--- src/sv/sqlx_pkg.sv ---
// sqlx_pkg: shared types and codes for the SQL lexer.
// Depends on nothing.
`default_nettype none
package sqlx_pkg;

    typedef struct packed {
        logic [7:0] text_byte;
        logic       end_of_statement;
    } in_item_t;

    typedef struct packed {
        logic [1:0]         result_kind;
        logic [4:0]         token_kind;
        logic [3:0]         error_code;
        logic [19:0]        token_offset;
        logic [20:0]        token_length;
        logic signed [63:0] integer_value;
        logic [6:0]         string_char;
        logic               done_ok;
        logic               last_of_run;
    } out_item_t;

    localparam logic [1:0] RK_TOKEN = 2'd0;
    localparam logic [1:0] RK_CHAR  = 2'd1;
    localparam logic [1:0] RK_DONE  = 2'd2;

    localparam logic [4:0] TK_ERROR = 5'd0;
    localparam logic [4:0] TK_WORD  = 5'd1;
    localparam logic [4:0] TK_INT   = 5'd2;
    localparam logic [4:0] TK_FLOAT = 5'd3;
    localparam logic [4:0] TK_STR   = 5'd4;
    localparam logic [4:0] TK_LT    = 5'd14;
    localparam logic [4:0] TK_GT    = 5'd15;
    localparam logic [4:0] TK_LE    = 5'd16;
    localparam logic [4:0] TK_GE    = 5'd17;
    localparam logic [4:0] TK_NE    = 5'd18;

    localparam logic [3:0] EC_CHAR     = 4'd1;
    localparam logic [3:0] EC_LETTER   = 4'd2;
    localparam logic [3:0] EC_HEX      = 4'd3;
    localparam logic [3:0] EC_FLOAT    = 4'd4;
    localparam logic [3:0] EC_OCT      = 4'd5;
    localparam logic [3:0] EC_INT      = 4'd6;
    localparam logic [3:0] EC_OVF      = 4'd7;
    localparam logic [3:0] EC_BSEND    = 4'd8;
    localparam logic [3:0] EC_ESC      = 4'd9;
    localparam logic [3:0] EC_QCHAR    = 4'd10;
    localparam logic [3:0] EC_UNTERM   = 4'd11;
    localparam logic [3:0] EC_TOOLONG  = 4'd12;

    localparam logic [63:0] INT64_MAX = 64'h7FFF_FFFF_FFFF_FFFF;
    localparam logic [63:0] DEC_LIMIT = 64'd1844674407370955161;

    // Lexer modes, one-hot.
    typedef enum logic [8:0] {
        M_IDLE = 9'b000000001,
        M_WORD = 9'b000000010,
        M_DEC  = 9'b000000100,
        M_OCT  = 9'b000001000,
        M_HEX  = 9'b000010000,
        M_STR  = 9'b000100000,
        M_ESC  = 9'b001000000,
        M_LT   = 9'b010000000,
        M_GT   = 9'b100000000
    } mode_t;

    // Up to three results of one byte, handed from the front to the back.
    typedef struct packed {
        logic [1:0]      count;
        out_item_t [2:0] item;
    } bundle_t;

    function automatic logic is_digit(input logic [7:0] b);
        return (b >= 8'h30) && (b <= 8'h39);
    endfunction

    function automatic logic is_alpha(input logic [7:0] b);
        return ((b >= 8'h41) && (b <= 8'h5A)) || ((b >= 8'h61) && (b <= 8'h7A));
    endfunction

    function automatic logic [4:0] punct_kind(input logic [7:0] b);
        logic [4:0] k;
        case (b)
            8'h28: k = 5'd5;
            8'h29: k = 5'd6;
            8'h5B: k = 5'd7;
            8'h5D: k = 5'd8;
            8'h2C: k = 5'd9;
            8'h3B: k = 5'd10;
            8'h2A: k = 5'd11;
            8'h2E: k = 5'd12;
            8'h3D: k = 5'd13;
            8'h2B: k = 5'd19;
            8'h2D: k = 5'd20;
            8'h7E: k = 5'd21;
            8'h26: k = 5'd22;
            8'h7C: k = 5'd23;
            8'h5E: k = 5'd24;
            8'h2F: k = 5'd25;
            8'h25: k = 5'd26;
            default: k = TK_ERROR;
        endcase
        return k;
    endfunction

endpackage
`default_nettype wire

--- src/sv/sqlx_front.sv ---
// sqlx_front: per-byte lexer state machine; turns one byte into a bundle of up to three results.
// Depends on sqlx_pkg.
`default_nettype none
module sqlx_front #(
    parameter int MAX_BYTES = 1048576
) (
    input  wire                  clk,
    input  wire                  rst_n,
    input  wire                  in_valid,
    input  sqlx_pkg::in_item_t   in_item,
    output sqlx_pkg::bundle_t    bundle
);
    import sqlx_pkg::*;

    localparam int PW = $clog2(MAX_BYTES + 1) + 1;

    mode_t       mode_reg, mode_next;
    logic [PW-1:0] pos_reg, pos_next;
    logic [PW-1:0] start_reg, start_next;
    logic [63:0] acc_reg, acc_next;
    logic        ovf_reg, ovf_next;
    logic [1:0]  fst_reg, fst_next;
    logic        fbad_reg, fbad_next;
    logic        dq_reg, dq_next;
    logic        err_reg, err_next;

    always_comb
    begin
        logic [7:0]   b;
        logic         eos;
        logic         again;
        logic         fin_num;
        logic         fin_hex;
        logic [PW-1:0] len;
        logic [PW-1:0] pos1;
        logic [3:0]   d;
        logic [6:0]   ec;
        logic         esc_ok;
        logic [4:0]   pk;
        logic [63:0]  acc10;
        out_item_t    r;

        b = in_item.text_byte;
        eos = in_item.end_of_statement;
        mode_next = mode_reg;
        pos_next = pos_reg;
        start_next = start_reg;
        acc_next = acc_reg;
        ovf_next = ovf_reg;
        fst_next = fst_reg;
        fbad_next = fbad_reg;
        dq_next = dq_reg;
        err_next = err_reg;
        bundle = '0;
        again = 1'b0;
        fin_num = 1'b0;
        fin_hex = 1'b0;
        len = pos_reg - start_reg;
        pos1 = pos_reg + PW'(1);
        d = b[3:0];
        ec = 7'd0;
        esc_ok = 1'b1;
        pk = punct_kind(b);
        acc10 = (acc_reg << 3) + (acc_reg << 1) + 64'(d);
        r = '0;

        if (in_valid) begin
            if (!err_reg) begin
                if (pos_reg >= PW'(MAX_BYTES)) begin
                    r = '0;
                    r.error_code = EC_TOOLONG;
                    r.token_length = 21'(MAX_BYTES);
                    bundle.item[bundle.count] = r;
                    bundle.count = bundle.count + 2'd1;
                    err_next = 1'b1;
                    mode_next = M_IDLE;
                end else begin
                    case (mode_reg)
                        M_WORD:
                        begin
                            if (!(is_alpha(b) || is_digit(b) || b == 8'h5F)) begin
                                r = '0;
                                r.token_kind = TK_WORD;
                                r.token_offset = 20'(start_reg);
                                r.token_length = 21'(len);
                                bundle.item[bundle.count] = r;
                                bundle.count = bundle.count + 2'd1;
                                mode_next = M_IDLE;
                                again = 1'b1;
                            end
                        end
                        M_DEC, M_OCT:
                        begin
                            if (is_digit(b)) begin
                                if (fst_reg == 2'd2) fst_next = 2'd3;
                                if (mode_reg == M_OCT) begin
                                    if (d > 4'd7) ovf_next = 1'b1;
                                    else begin
                                        if (acc_reg[63:61] != 3'd0) ovf_next = 1'b1;
                                        acc_next = {acc_reg[60:0], d[2:0]};
                                    end
                                end else begin
                                    if (acc_reg > DEC_LIMIT ||
                                        (acc_reg == DEC_LIMIT && d > 4'd5))
                                        ovf_next = 1'b1;
                                    acc_next = acc10;
                                end
                            end else if (mode_reg == M_OCT && pos_reg == start_reg + PW'(1)
                                         && b == 8'h78 && !eos) begin
                                mode_next = M_HEX;
                                acc_next = '0;
                                ovf_next = 1'b0;
                            end else if (b == 8'h2E) begin
                                if (fst_reg == 2'd0) fst_next = 2'd1;
                                else fbad_next = 1'b1;
                            end else if (b == 8'h65 || b == 8'h45) begin
                                if (fst_reg < 2'd2) fst_next = 2'd2;
                                else fbad_next = 1'b1;
                            end else if (is_alpha(b)) begin
                                r = '0;
                                r.error_code = EC_LETTER;
                                r.token_offset = 20'(pos_reg);
                                r.token_length = 21'd1;
                                bundle.item[bundle.count] = r;
                                bundle.count = bundle.count + 2'd1;
                                err_next = 1'b1;
                                mode_next = M_IDLE;
                            end else begin
                                fin_num = 1'b1;
                                again = 1'b1;
                            end
                        end
                        M_HEX:
                        begin
                            if (is_digit(b) || (b >= 8'h61 && b <= 8'h66) ||
                                (b >= 8'h41 && b <= 8'h46)) begin
                                if (acc_reg[63:60] != 4'd0) ovf_next = 1'b1;
                                acc_next = {acc_reg[59:0],
                                            is_digit(b) ? d : 4'(d + 4'd9)};
                            end else if (is_alpha(b)) begin
                                r = '0;
                                r.error_code = EC_LETTER;
                                r.token_offset = 20'(start_reg);
                                r.token_length = 21'(len);
                                bundle.item[bundle.count] = r;
                                bundle.count = bundle.count + 2'd1;
                                err_next = 1'b1;
                                mode_next = M_IDLE;
                            end else begin
                                fin_hex = 1'b1;
                                again = 1'b1;
                            end
                        end
                        M_STR:
                        begin
                            r = '0;
                            if (b == (dq_reg ? 8'h22 : 8'h27)) begin
                                r.token_kind = TK_STR;
                                r.token_offset = 20'(start_reg);
                                r.token_length = 21'(pos1 - start_reg);
                                mode_next = M_IDLE;
                            end else if (b == 8'h5C) begin
                                mode_next = M_ESC;
                            end else if (b >= 8'd32 && b < 8'd127) begin
                                r.result_kind = RK_CHAR;
                                r.string_char = b[6:0];
                            end else begin
                                r.error_code = EC_QCHAR;
                                r.token_offset = 20'(pos_reg);
                                r.token_length = 21'd1;
                                err_next = 1'b1;
                                mode_next = M_IDLE;
                            end
                            if (b != 8'h5C || b == (dq_reg ? 8'h22 : 8'h27)) begin
                                bundle.item[bundle.count] = r;
                                bundle.count = bundle.count + 2'd1;
                            end
                        end
                        M_ESC:
                        begin
                            case (b)
                                8'h30: ec = 7'd0;
                                8'h62: ec = 7'd8;
                                8'h6E: ec = 7'd10;
                                8'h72: ec = 7'd13;
                                8'h74: ec = 7'd9;
                                8'h22: ec = 7'h22;
                                8'h27: ec = 7'h27;
                                default: esc_ok = 1'b0;
                            endcase
                            r = '0;
                            if (esc_ok) begin
                                r.result_kind = RK_CHAR;
                                r.string_char = ec;
                                mode_next = M_STR;
                            end else begin
                                r.error_code = EC_ESC;
                                r.token_offset = 20'(start_reg);
                                r.token_length = 21'(pos1 - start_reg);
                                err_next = 1'b1;
                                mode_next = M_IDLE;
                            end
                            bundle.item[bundle.count] = r;
                            bundle.count = bundle.count + 2'd1;
                        end
                        M_LT, M_GT:
                        begin
                            r = '0;
                            r.token_offset = 20'(start_reg);
                            mode_next = M_IDLE;
                            if (b == 8'h3D) begin
                                r.token_kind = (mode_reg == M_LT) ? TK_LE : TK_GE;
                                r.token_length = 21'd2;
                            end else if (b == 8'h3E && mode_reg == M_LT) begin
                                r.token_kind = TK_NE;
                                r.token_length = 21'd2;
                            end else begin
                                r.token_kind = (mode_reg == M_LT) ? TK_LT : TK_GT;
                                r.token_length = 21'd1;
                                again = 1'b1;
                            end
                            bundle.item[bundle.count] = r;
                            bundle.count = bundle.count + 2'd1;
                        end
                        default:
                        begin
                            mode_next = M_IDLE;
                            again = 1'b1;
                        end
                    endcase

                    // Number completion (on a separator byte or at end of statement).
                    if (fin_num || fin_hex ||
                        (eos && !err_next && again == 1'b0 &&
                         (mode_next == M_DEC || mode_next == M_OCT || mode_next == M_HEX)))
                    begin
                        logic [PW-1:0] nl;
                        logic          nhex;
                        nl = (fin_num || fin_hex) ? len : (pos1 - start_reg);
                        nhex = fin_hex || (!fin_num && mode_next == M_HEX);
                        r = '0;
                        r.token_offset = 20'(start_reg);
                        r.token_length = 21'(nl);
                        if (nhex) begin
                            if (nl <= PW'(2) || ovf_next) r.error_code = EC_HEX;
                            else begin
                                r.token_kind = TK_INT;
                                r.integer_value = acc_next;
                            end
                        end else if (fst_next != 2'd0) begin
                            if (fbad_next || fst_next == 2'd2) r.error_code = EC_FLOAT;
                            else r.token_kind = TK_FLOAT;
                        end else if (mode_next == M_OCT) begin
                            if (ovf_next) r.error_code = EC_OCT;
                            else begin
                                r.token_kind = TK_INT;
                                r.integer_value = acc_next;
                            end
                        end else if (ovf_next) r.error_code = EC_INT;
                        else if (acc_next > INT64_MAX) r.error_code = EC_OVF;
                        else begin
                            r.token_kind = TK_INT;
                            r.integer_value = acc_next;
                        end
                        if (r.token_kind == TK_ERROR) err_next = 1'b1;
                        mode_next = M_IDLE;
                        bundle.item[bundle.count] = r;
                        bundle.count = bundle.count + 2'd1;
                    end

                    // Fresh lexing of this byte from idle.
                    if (again && !err_next) begin
                        if (!(b == 8'h20 || b == 8'h09 || b == 8'h0A || b == 8'h0D)) begin
                            start_next = pos_reg;
                            if (is_alpha(b)) mode_next = M_WORD;
                            else if (is_digit(b)) begin
                                mode_next = (b == 8'h30) ? M_OCT : M_DEC;
                                acc_next = 64'(d);
                                ovf_next = 1'b0;
                                fst_next = 2'd0;
                                fbad_next = 1'b0;
                            end else if (b == 8'h27 || b == 8'h22) begin
                                mode_next = M_STR;
                                dq_next = (b == 8'h22);
                            end else if (b == 8'h3C) mode_next = M_LT;
                            else if (b == 8'h3E) mode_next = M_GT;
                            else begin
                                r = '0;
                                r.token_offset = 20'(pos_reg);
                                r.token_length = 21'd1;
                                if (pk != TK_ERROR) r.token_kind = pk;
                                else begin
                                    r.error_code = EC_CHAR;
                                    err_next = 1'b1;
                                end
                                bundle.item[bundle.count] = r;
                                bundle.count = bundle.count + 2'd1;
                            end
                        end
                    end

                    // Flush of the open token at end of statement (also a number opened by this byte).
                    if (eos && !err_next) begin
                        logic [PW-1:0] fl;
                        fl = pos1 - start_next;
                        r = '0;
                        r.token_offset = 20'(start_next);
                        r.token_length = 21'(fl);
                        case (mode_next)
                            M_WORD: r.token_kind = TK_WORD;
                            M_STR: r.error_code = EC_UNTERM;
                            M_ESC: r.error_code = EC_BSEND;
                            M_LT:
                            begin
                                r.token_kind = TK_LT;
                                r.token_length = 21'd1;
                            end
                            M_GT:
                            begin
                                r.token_kind = TK_GT;
                                r.token_length = 21'd1;
                            end
                            M_DEC, M_OCT, M_HEX:
                            begin
                                r.token_length = 21'(fl);
                                if (mode_next == M_HEX) begin
                                    if (fl <= PW'(2) || ovf_next) r.error_code = EC_HEX;
                                    else begin
                                        r.token_kind = TK_INT;
                                        r.integer_value = acc_next;
                                    end
                                end else if (fst_next != 2'd0) begin
                                    if (fbad_next || fst_next == 2'd2)
                                        r.error_code = EC_FLOAT;
                                    else r.token_kind = TK_FLOAT;
                                end else if (mode_next == M_OCT) begin
                                    if (ovf_next) r.error_code = EC_OCT;
                                    else begin
                                        r.token_kind = TK_INT;
                                        r.integer_value = acc_next;
                                    end
                                end else if (ovf_next) r.error_code = EC_INT;
                                else if (acc_next > INT64_MAX) r.error_code = EC_OVF;
                                else begin
                                    r.token_kind = TK_INT;
                                    r.integer_value = acc_next;
                                end
                            end
                            default: r = '0;
                        endcase
                        if (mode_next != M_IDLE) begin
                            if (r.token_kind == TK_ERROR) err_next = 1'b1;
                            bundle.item[bundle.count] = r;
                            bundle.count = bundle.count + 2'd1;
                        end
                        mode_next = M_IDLE;
                    end
                end
            end

            if (eos) begin
                r = '0;
                r.result_kind = RK_DONE;
                r.done_ok = !err_next;
                bundle.item[bundle.count] = r;
                bundle.count = bundle.count + 2'd1;
                mode_next = M_IDLE;
                pos_next = '0;
                start_next = '0;
                acc_next = '0;
                ovf_next = 1'b0;
                fst_next = 2'd0;
                fbad_next = 1'b0;
                dq_next = 1'b0;
                err_next = 1'b0;
            end else if (!err_next) begin
                pos_next = pos1;
            end
            if (bundle.count != 2'd0)
                bundle.item[bundle.count - 2'd1].last_of_run = 1'b1;
        end
    end

    always_ff @(posedge clk or negedge rst_n)
    begin
        if (!rst_n) begin
            mode_reg <= M_IDLE;
            pos_reg <= '0;
            start_reg <= '0;
            acc_reg <= '0;
            ovf_reg <= 1'b0;
            fst_reg <= 2'd0;
            fbad_reg <= 1'b0;
            dq_reg <= 1'b0;
            err_reg <= 1'b0;
        end else begin
            mode_reg <= mode_next;
            pos_reg <= pos_next;
            start_reg <= start_next;
            acc_reg <= acc_next;
            ovf_reg <= ovf_next;
            fst_reg <= fst_next;
            fbad_reg <= fbad_next;
            dq_reg <= dq_next;
            err_reg <= err_next;
        end
    end

endmodule
`default_nettype wire

--- src/sv/sqlx_back.sv ---
// sqlx_back: result queue; takes bundles of up to three results, pops one at a time.
// Depends on sqlx_pkg.
`default_nettype none
module sqlx_back #(
    parameter int DEPTH = 8
) (
    input  wire                  clk,
    input  wire                  rst_n,
    input  wire                  wr_en,
    input  sqlx_pkg::bundle_t    bundle,
    output logic                 has_room,
    output logic                 empty,
    input  wire                  pop,
    output sqlx_pkg::out_item_t  head
);
    import sqlx_pkg::*;

    localparam int AW = $clog2(DEPTH);

    out_item_t        mem_reg [DEPTH];
    logic [AW-1:0]    wp_reg, rp_reg;
    logic [AW:0]      cnt_reg, cnt_next;
    logic             do_pop;
    logic [1:0]       nwr;

    assign nwr = wr_en ? bundle.count : 2'd0;
    assign do_pop = pop && !empty;
    assign empty = (cnt_reg == '0);
    assign has_room = (cnt_reg <= (AW+1)'(DEPTH - 3));
    assign head = mem_reg[rp_reg];
    assign cnt_next = cnt_reg + (AW+1)'(nwr) - (AW+1)'(do_pop);

    always_ff @(posedge clk)
    begin
        for (int i = 0; i < 3; i++) begin
            if (2'(i) < nwr) mem_reg[wp_reg + AW'(i)] <= bundle.item[i];
        end
    end

    always_ff @(posedge clk or negedge rst_n)
    begin
        if (!rst_n) begin
            wp_reg <= '0;
            rp_reg <= '0;
            cnt_reg <= '0;
        end else begin
            wp_reg <= wp_reg + AW'(nwr);
            rp_reg <= rp_reg + AW'(do_pop);
            cnt_reg <= cnt_next;
        end
    end

endmodule
`default_nettype wire

--- src/sv/sql_lexer.sv ---
// sql_lexer: SQL tokenizer top level, one statement byte per request.
// The front is combinational; the results of a taken byte are written straight into the result queue.
// Throughput: one byte per cycle while the 8-entry result queue has room for three;
// popping one result per cycle drains it, so bytes giving several results slow the input.
// Reset: rst_n asynchronous, active low; clears lexer state and empties the queue.
// Depends on sqlx_pkg, sqlx_front, sqlx_back.
`default_nettype none
module sql_lexer #(
    parameter int MAX_STATEMENT_BYTES = 1048576
) (
    input  wire                  clk,
    input  wire                  rst_n,
    input  wire                  push,
    output logic                 full,
    input  sqlx_pkg::in_item_t   in_item,
    output logic                 empty,
    input  wire                  pop,
    output sqlx_pkg::out_item_t  out_item
);
    import sqlx_pkg::*;

    bundle_t bundle;
    logic    has_room;
    logic    take;

    // Front accepts a request only when the queue can absorb a worst-case byte.
    assign full = !has_room;
    assign take = push && has_room;

    sqlx_front #(.MAX_BYTES(MAX_STATEMENT_BYTES)) u_front (
        .clk(clk), .rst_n(rst_n), .in_valid(take), .in_item(in_item), .bundle(bundle)
    );

    sqlx_back #(.DEPTH(8)) u_back (
        .clk(clk), .rst_n(rst_n), .wr_en(take), .bundle(bundle),
        .has_room(has_room), .empty(empty), .pop(pop), .head(out_item)
    );

    // A byte always leaves the queue non-empty when it marks the end.
    a_end_gives_result: assert property (@(posedge clk) disable iff (!rst_n)
        (push && !full && in_item.end_of_statement) |=> !empty)
        else $error("end byte gave no result");

    a_done_is_last: assert property (@(posedge clk) disable iff (!rst_n)
        (!empty && out_item.result_kind == RK_DONE) |-> out_item.last_of_run)
        else $error("done result not last of run");

endmodule
`default_nettype wire
--- config.mk ---
export PLATFORM = sky130hd
export DESIGN_NAME = sql_lexer
export DESIGN_NICKNAME = d
export VERILOG_FILES = /design/src/sv/sqlx_pkg.sv /design/src/sv/sqlx_front.sv /design/src/sv/sqlx_back.sv /design/src/sv/sql_lexer.sv
export SDC_FILE = /design/constraint.sdc
export NUM_CORES = 2
export LEC_CHECK = 0
export ABC_AREA = 1
export BUFFER_PORTS_ARGS = -buffer_cell sky130_fd_sc_hd__buf_2
export CAP_MARGIN = 20
export CORE_MARGIN = 8
export CORE_UTILIZATION = 45
export CTS_CLUSTER_SIZE = 10
export DETAILED_ROUTE_END_ITERATION = 10
export SLEW_MARGIN = 10
export SYNTH_ARGS = -nofsm -noshare
export SYNTH_HDL_FRONTEND = slang
export SYNTH_SLANG_ARGS = --single-unit
--- constraint.sdc ---
create_clock -name clk -period 30.8 [get_ports clk]
set_input_delay 1.54 -clock clk [delete_from_list [all_inputs] [get_ports clk]]
set_output_delay 1.54 -clock clk [all_outputs]
set_load 0.01 [all_outputs]
======== Word-level counts from Yosys, hierarchy flattened ========
Memory sizes are Yosys's and may differ from the RTL's.
Cells that the tools add are included.
operators by class
  $lt $le $gt $ge ......................... 33
  eq/ne operators ......................... 68
  bitwise gates (word level) .............. 1
  reduce and logical (&&, ||, !) cells .... 78
  mux-type cells .......................... 394
  add/subtract/negate cells ............... 19
operator list
  operator                                              count
  two-way mux 377 bit                                   21
  two-way mux 64 bit                                    41
  bitwise mux 375 bit                                   5
  two-way mux 125 bit                                   14
  demux 125 bit (select 2 bit)                          5
  one-hot mux 125 bit (6 select lines)                  1
  two-way mux 9 bit                                     42
  two-way mux 375 bit                                   1
  two-way mux 250 bit                                   1
  two-way mux 22 bit                                    11
  two-way mux 116 bit                                   2
  equality test 8 x 6 -> 1 bit, second input constant   18
  two-way mux 45 bit                                    3
  > comparator 64 x 63 -> 1 bit, second input constant  2
  one-hot mux 64 bit (2 select lines)                   1
  two-way mux 1 bit                                     126
  two-way mux 119 bit                                   1
  equality test 8 x 7 -> 1 bit, second input constant   14
  two-way mux 21 bit                                    5
  two-way mux 20 bit                                    5
  two-way mux 2 bit                                     48
  two-way mux 5 bit                                     18
  one-hot mux 5 bit (17 select lines)                   1
  two-way mux 4 bit                                     19
  76 further kinds                                      188
word-level totals
  output and inout bits ................... 127
  bits in writable memories ............... 1000
  memories ................................ 1
  register bits after elaboration ......... 133
memories
  name            depth  width  rd ports  clocked after Yosys merged registers in  write ports  RTL line         text
  u_back.mem_reg  8      125    1         0                                        3            sqlx_back.sv:20  out_item_t mem_reg [DEPTH];

======== Longest topological paths before layout ========
  depth in word-level cells ............... 74
  gate-level depth with buffers ........... 70
  mapped depth without buffers ............ 69

======== By module ========
From an unflattened synthesis, not the netlist that was laid out.
unflattened totals
  cells, all modules ...................... 14016
  area total of the unflattened synthesis .. 94853.5 um^2
modules (own cells, without submodules)
  module      cells an instance  times used  area each (um^2)
  sqlx_back   9234               1           67095.6
  sqlx_front  4779               1           27746.6
  sql_lexer   3                  1           11.3

======== Worst setup path before layout ========
OpenSTA, ideal clock, no wires.
  kind .................................... in2reg
  start ................................... input in_item[2] (netlist name)
  end ..................................... memory u_back.mem_reg[1][0] (netlist name), enable pin
  path buffers ............................ 5
  data required time ...................... 29.705 ns
  slack ................................... 20.262 ns
  stages .................................. 50
  library setup time ...................... 1.095 ns
  arrival time ............................ 9.442 ns
  cell sequence ........................... inv_1 > ha_1 > nand3_1 > nor2_1 > nand2_1 > nor2_1 > nand2_1 > nor2_1 > nand3_1 > nor2_2 > nand3_2 > nand3_4 > nand2_4 > buf_6 > nor2_1 > nand4_1 > nand2_1 > clkbuf_1 > (+14 left out) > nand4_1 > nand2_2 > inv_2 > ha_1 > nand3_1 > nand2_1 > nand2_1 > nand3_1 > ha_1 > or2_2 > nand2_1 > nor2_4 > buf_12 > nand3_4 > nand2_2 > inv_2 > buf_2 > nand2_1
RTL lines
  item             RTL line         text
  start, declared  sql_lexer.sv:15  input sqlx_pkg::in_item_t in_item,
  end, declared    sqlx_back.sv:20

==> summary.txt <==
status: finished clean
mapped cell area: 0.0767 mm2
period utilization: 40.0%
RR Startpoint: u_front.pos_reg[0]
Min Hold Slack: 0.502 ns
root buf cell: clkbuf_16
global-route wire length before repair: 486000 um
via count: 76670
synthesized area per cell: 7.57 um2
Worst slew margin: 15.2%
htree depth: 4
Synth Area in XOR/XNOR: 1.28%
hold crit path type: reg -> reg
full die area: 0.184 mm2
adder-cell share of the synthesized area: 3.64%
Final HPWL DP: 224000 um
CP Data Arrival Time: 12.99 ns
commonest non-fill, non-tap cell in the layout: nor2_1
share of layout cells above drive strength 1: 6.71%
worst path bufs/invs: 7
DRT Wirelength: 337000 um
Final Hold Viols: 0
Slew @ Worst Pin: 1.27 ns
syn_nets: 10362
Pwr Density: 98.7 mW/mm2
Worst-Skew Late Latency: 0.83 ns
Peak VDD IR: 0.0870 mV
hold endpoint: u_front.fbad_reg
Die H: 429 um
post-CTS setup buffer count: 0
DR WL/cell: 27.5 um
Nets: 10183
Setup TNS: 0 ns
Final Non-Filler Cells: 12243
global placement routability congestion: 0.986
EDFF count, synth: 1000
cell mode on critical path: nand2_1
Initial Utilization: 45.3%
First-pass DRT Iterations: 9
Post-Synth Simple-Gate Area: 26.6%
CP Launch Type: register
compound-gate portion of the synthesized area: 17.3%
Total Power: 8.20 mW
clock sinks: 1133
minimum clock period: 12.33 ns
Starting DRT DRC Count: 11597
final max-slew violation count: 0
cell count after placement: 12018
number of I/O pins: 140
max FFs per register: 1000
r2r worst-path depth: 59
Std-Cell Rows: 151
Hold Path Origin: u_front.fbad_reg
DRC: 0
worst hold stages: 2
Critical Path Sink Type: register
Seq/Total Area, Yosys: 43.5%
DIE WIDTH: 429 um
number of CTS-inserted buffers: 141
Synthesis Warnings: 0
CTS tree: yes
largest net degree at the start of global routing: 238
leak pwr: 33.6 nW
Clock Pin Slew Worst Setup and Hold Paths: 0.06 ns
Worst Path Required: 31.46 ns
critical path's top delay family: simple AND/OR/NAND/NOR gates
Routed Antenna Nets: 0
main combinational cell family by area after synthesis: simple AND/OR/NAND/NOR gates
commonest cells after routing, fill and taps aside: nor2_1 (2175), nand2_1 (1792), edfxtp_1 (1000)
vias per cell: 6.26
gr ovfl total: 0
MaxCap Viol Count: 0
RSZ-0062 raised after global routing: false
R2R setup slack: 18.47 ns
reg2reg end: u_back.mem_reg[0][11]
initial antenna violation count: 18
FFs w/ async S/R, synth: 11.7%
max incr delay on CP: 0.84 ns
Crit Path Category: reg -> reg
distinct cell type count after synthesis: 72
multiplexer share of the synthesized area: 0%
Setup Viol. Count Final: 0
Post-Synthesis Cells: 10130
number of global-route vias before repair: 70564
CTS resizes: 0
GRT Overall Usage: 34.7%
clk buf depth: 3
area grow syn2layout: 8.39%
Seq cells post-synth: 1133
CP max stage cell: nor2_1
Max FO, Critical Path: 37
top_reg_cell synth: edfxtp_1
Port-buffer cells: 139
hold_buf cts: 0
Max Fclk: 81.1 MHz
CORE AREA: 0.169 mm2
Worst Skew: 0.0419 ns
==> worst max path at each step <==
stage	depth (start not counted)	slack, ns	to	from
floorplan	50	20.26	u_back.mem_reg[1][0]	in_item[2]
global placement	46	18.83	u_back.mem_reg[3][29]	in_item[1]
detailed placement	46	18.75	u_back.mem_reg[3][16]	in_item[1]
CTS	59	19.10	u_back.mem_reg[0][11]	u_front.pos_reg[2]
global route	59	17.54	u_back.mem_reg[0][11]	u_front.pos_reg[0]
finish	59	18.47	u_back.mem_reg[0][11]	u_front.pos_reg[0]
==> report_power, final <==
| part | internal, mW | switching (mW) | leakage [nW] |
|---|---|---|---|
| Clock | 0.904 | 0.689 | 2.05 |
| Combinational | 1.21 | 3.21 | 20.4 |
| Sequential | 1.96 | 0.226 | 11.2 |
| Total | 4.08 | 4.12 | 33.6 |
==> final cells by class <==
class	count	area [um2]
Fill cell	16561	86200
Multi-Input combinational cell	7563	37600
Sequential cell	1133	33400
Clock buffer	178	3760
Inverter	813	3080
Tap cell	2218	2780
Timing Repair Buffer	299	1990
Clock inverter	32	489
Antenna cell	7	17.5
==> kinds of logic (layout without fill, tap and decap cells) <==
logic type	Yosys count	in the layout
DFF	1133	1133
other	0	7
and+or+nand+nor	4958	4958
AOI/OAI and AO/OA	2274	2274
xor gates and xnor gates	112	112
adders and majority gates	219	219
buffers and inverters	1434	1322
==> worst min-delay path: cells and delay by family, from the launching register on <==
family / cells / cell delay [ns]
and+or+nand+nor: 1 / 0.05
AOI/OAI and AO/OA: 1 / 0.06
DFF: 1 / 0.36
==> metrics by stage <==
step | cell area [um2] | setup WS (ns) | util [%]
after floorplan | 76700 | 20.26 | -
after global placement | 78700 | 18.83 | 46.5
after detailed placement | 78700 | 18.75 | 46.5
after CTS | 82900 | 19.10 | 49.0
after global routing | 83100 | 17.54 | 49.1
final | 83100 | 18.47 | 49.1
==> cell usage after synthesis, drive strengths merged, types with 11 or more instances <==
cell type,count,area [um2]
ha,212,2650
a211oi,21,188
clkinv,14,52.6
a21o,32,240
o211ai,188,1520
xor2,79,692
edfxtp,1000,30000
o32ai,49,429
xnor2,33,289
nand2,1828,6950
o22ai,203,1270
o21bai,15,113
nor2,2202,8370
or2,22,138
nand3b,14,105
o21a,23,173
buf,256,1430
a21oi,422,2120
nand4,86,538
a22oi,11,82.6
dfrtp,132,3300
nor4,29,194
nand3,659,3470
a31oi,182,1140
nor3,108,566
a221oi,17,149
clkbuf,365,1370
o2111ai,20,175
o221ai,26,228
inv,799,3000
o21ai,1034,5170
==> per-layer routing <==
metal  GRT usage [%]  share of wire, %  vias up
met3            10.1                13      879
met1            48.2                40    36593
li1                -                 -    34230
met4            13.8               4.7       10
met5               0             0.021        -
met2            51.0                42     4958
No activity file was read; power rests on OpenSTA's default activity.
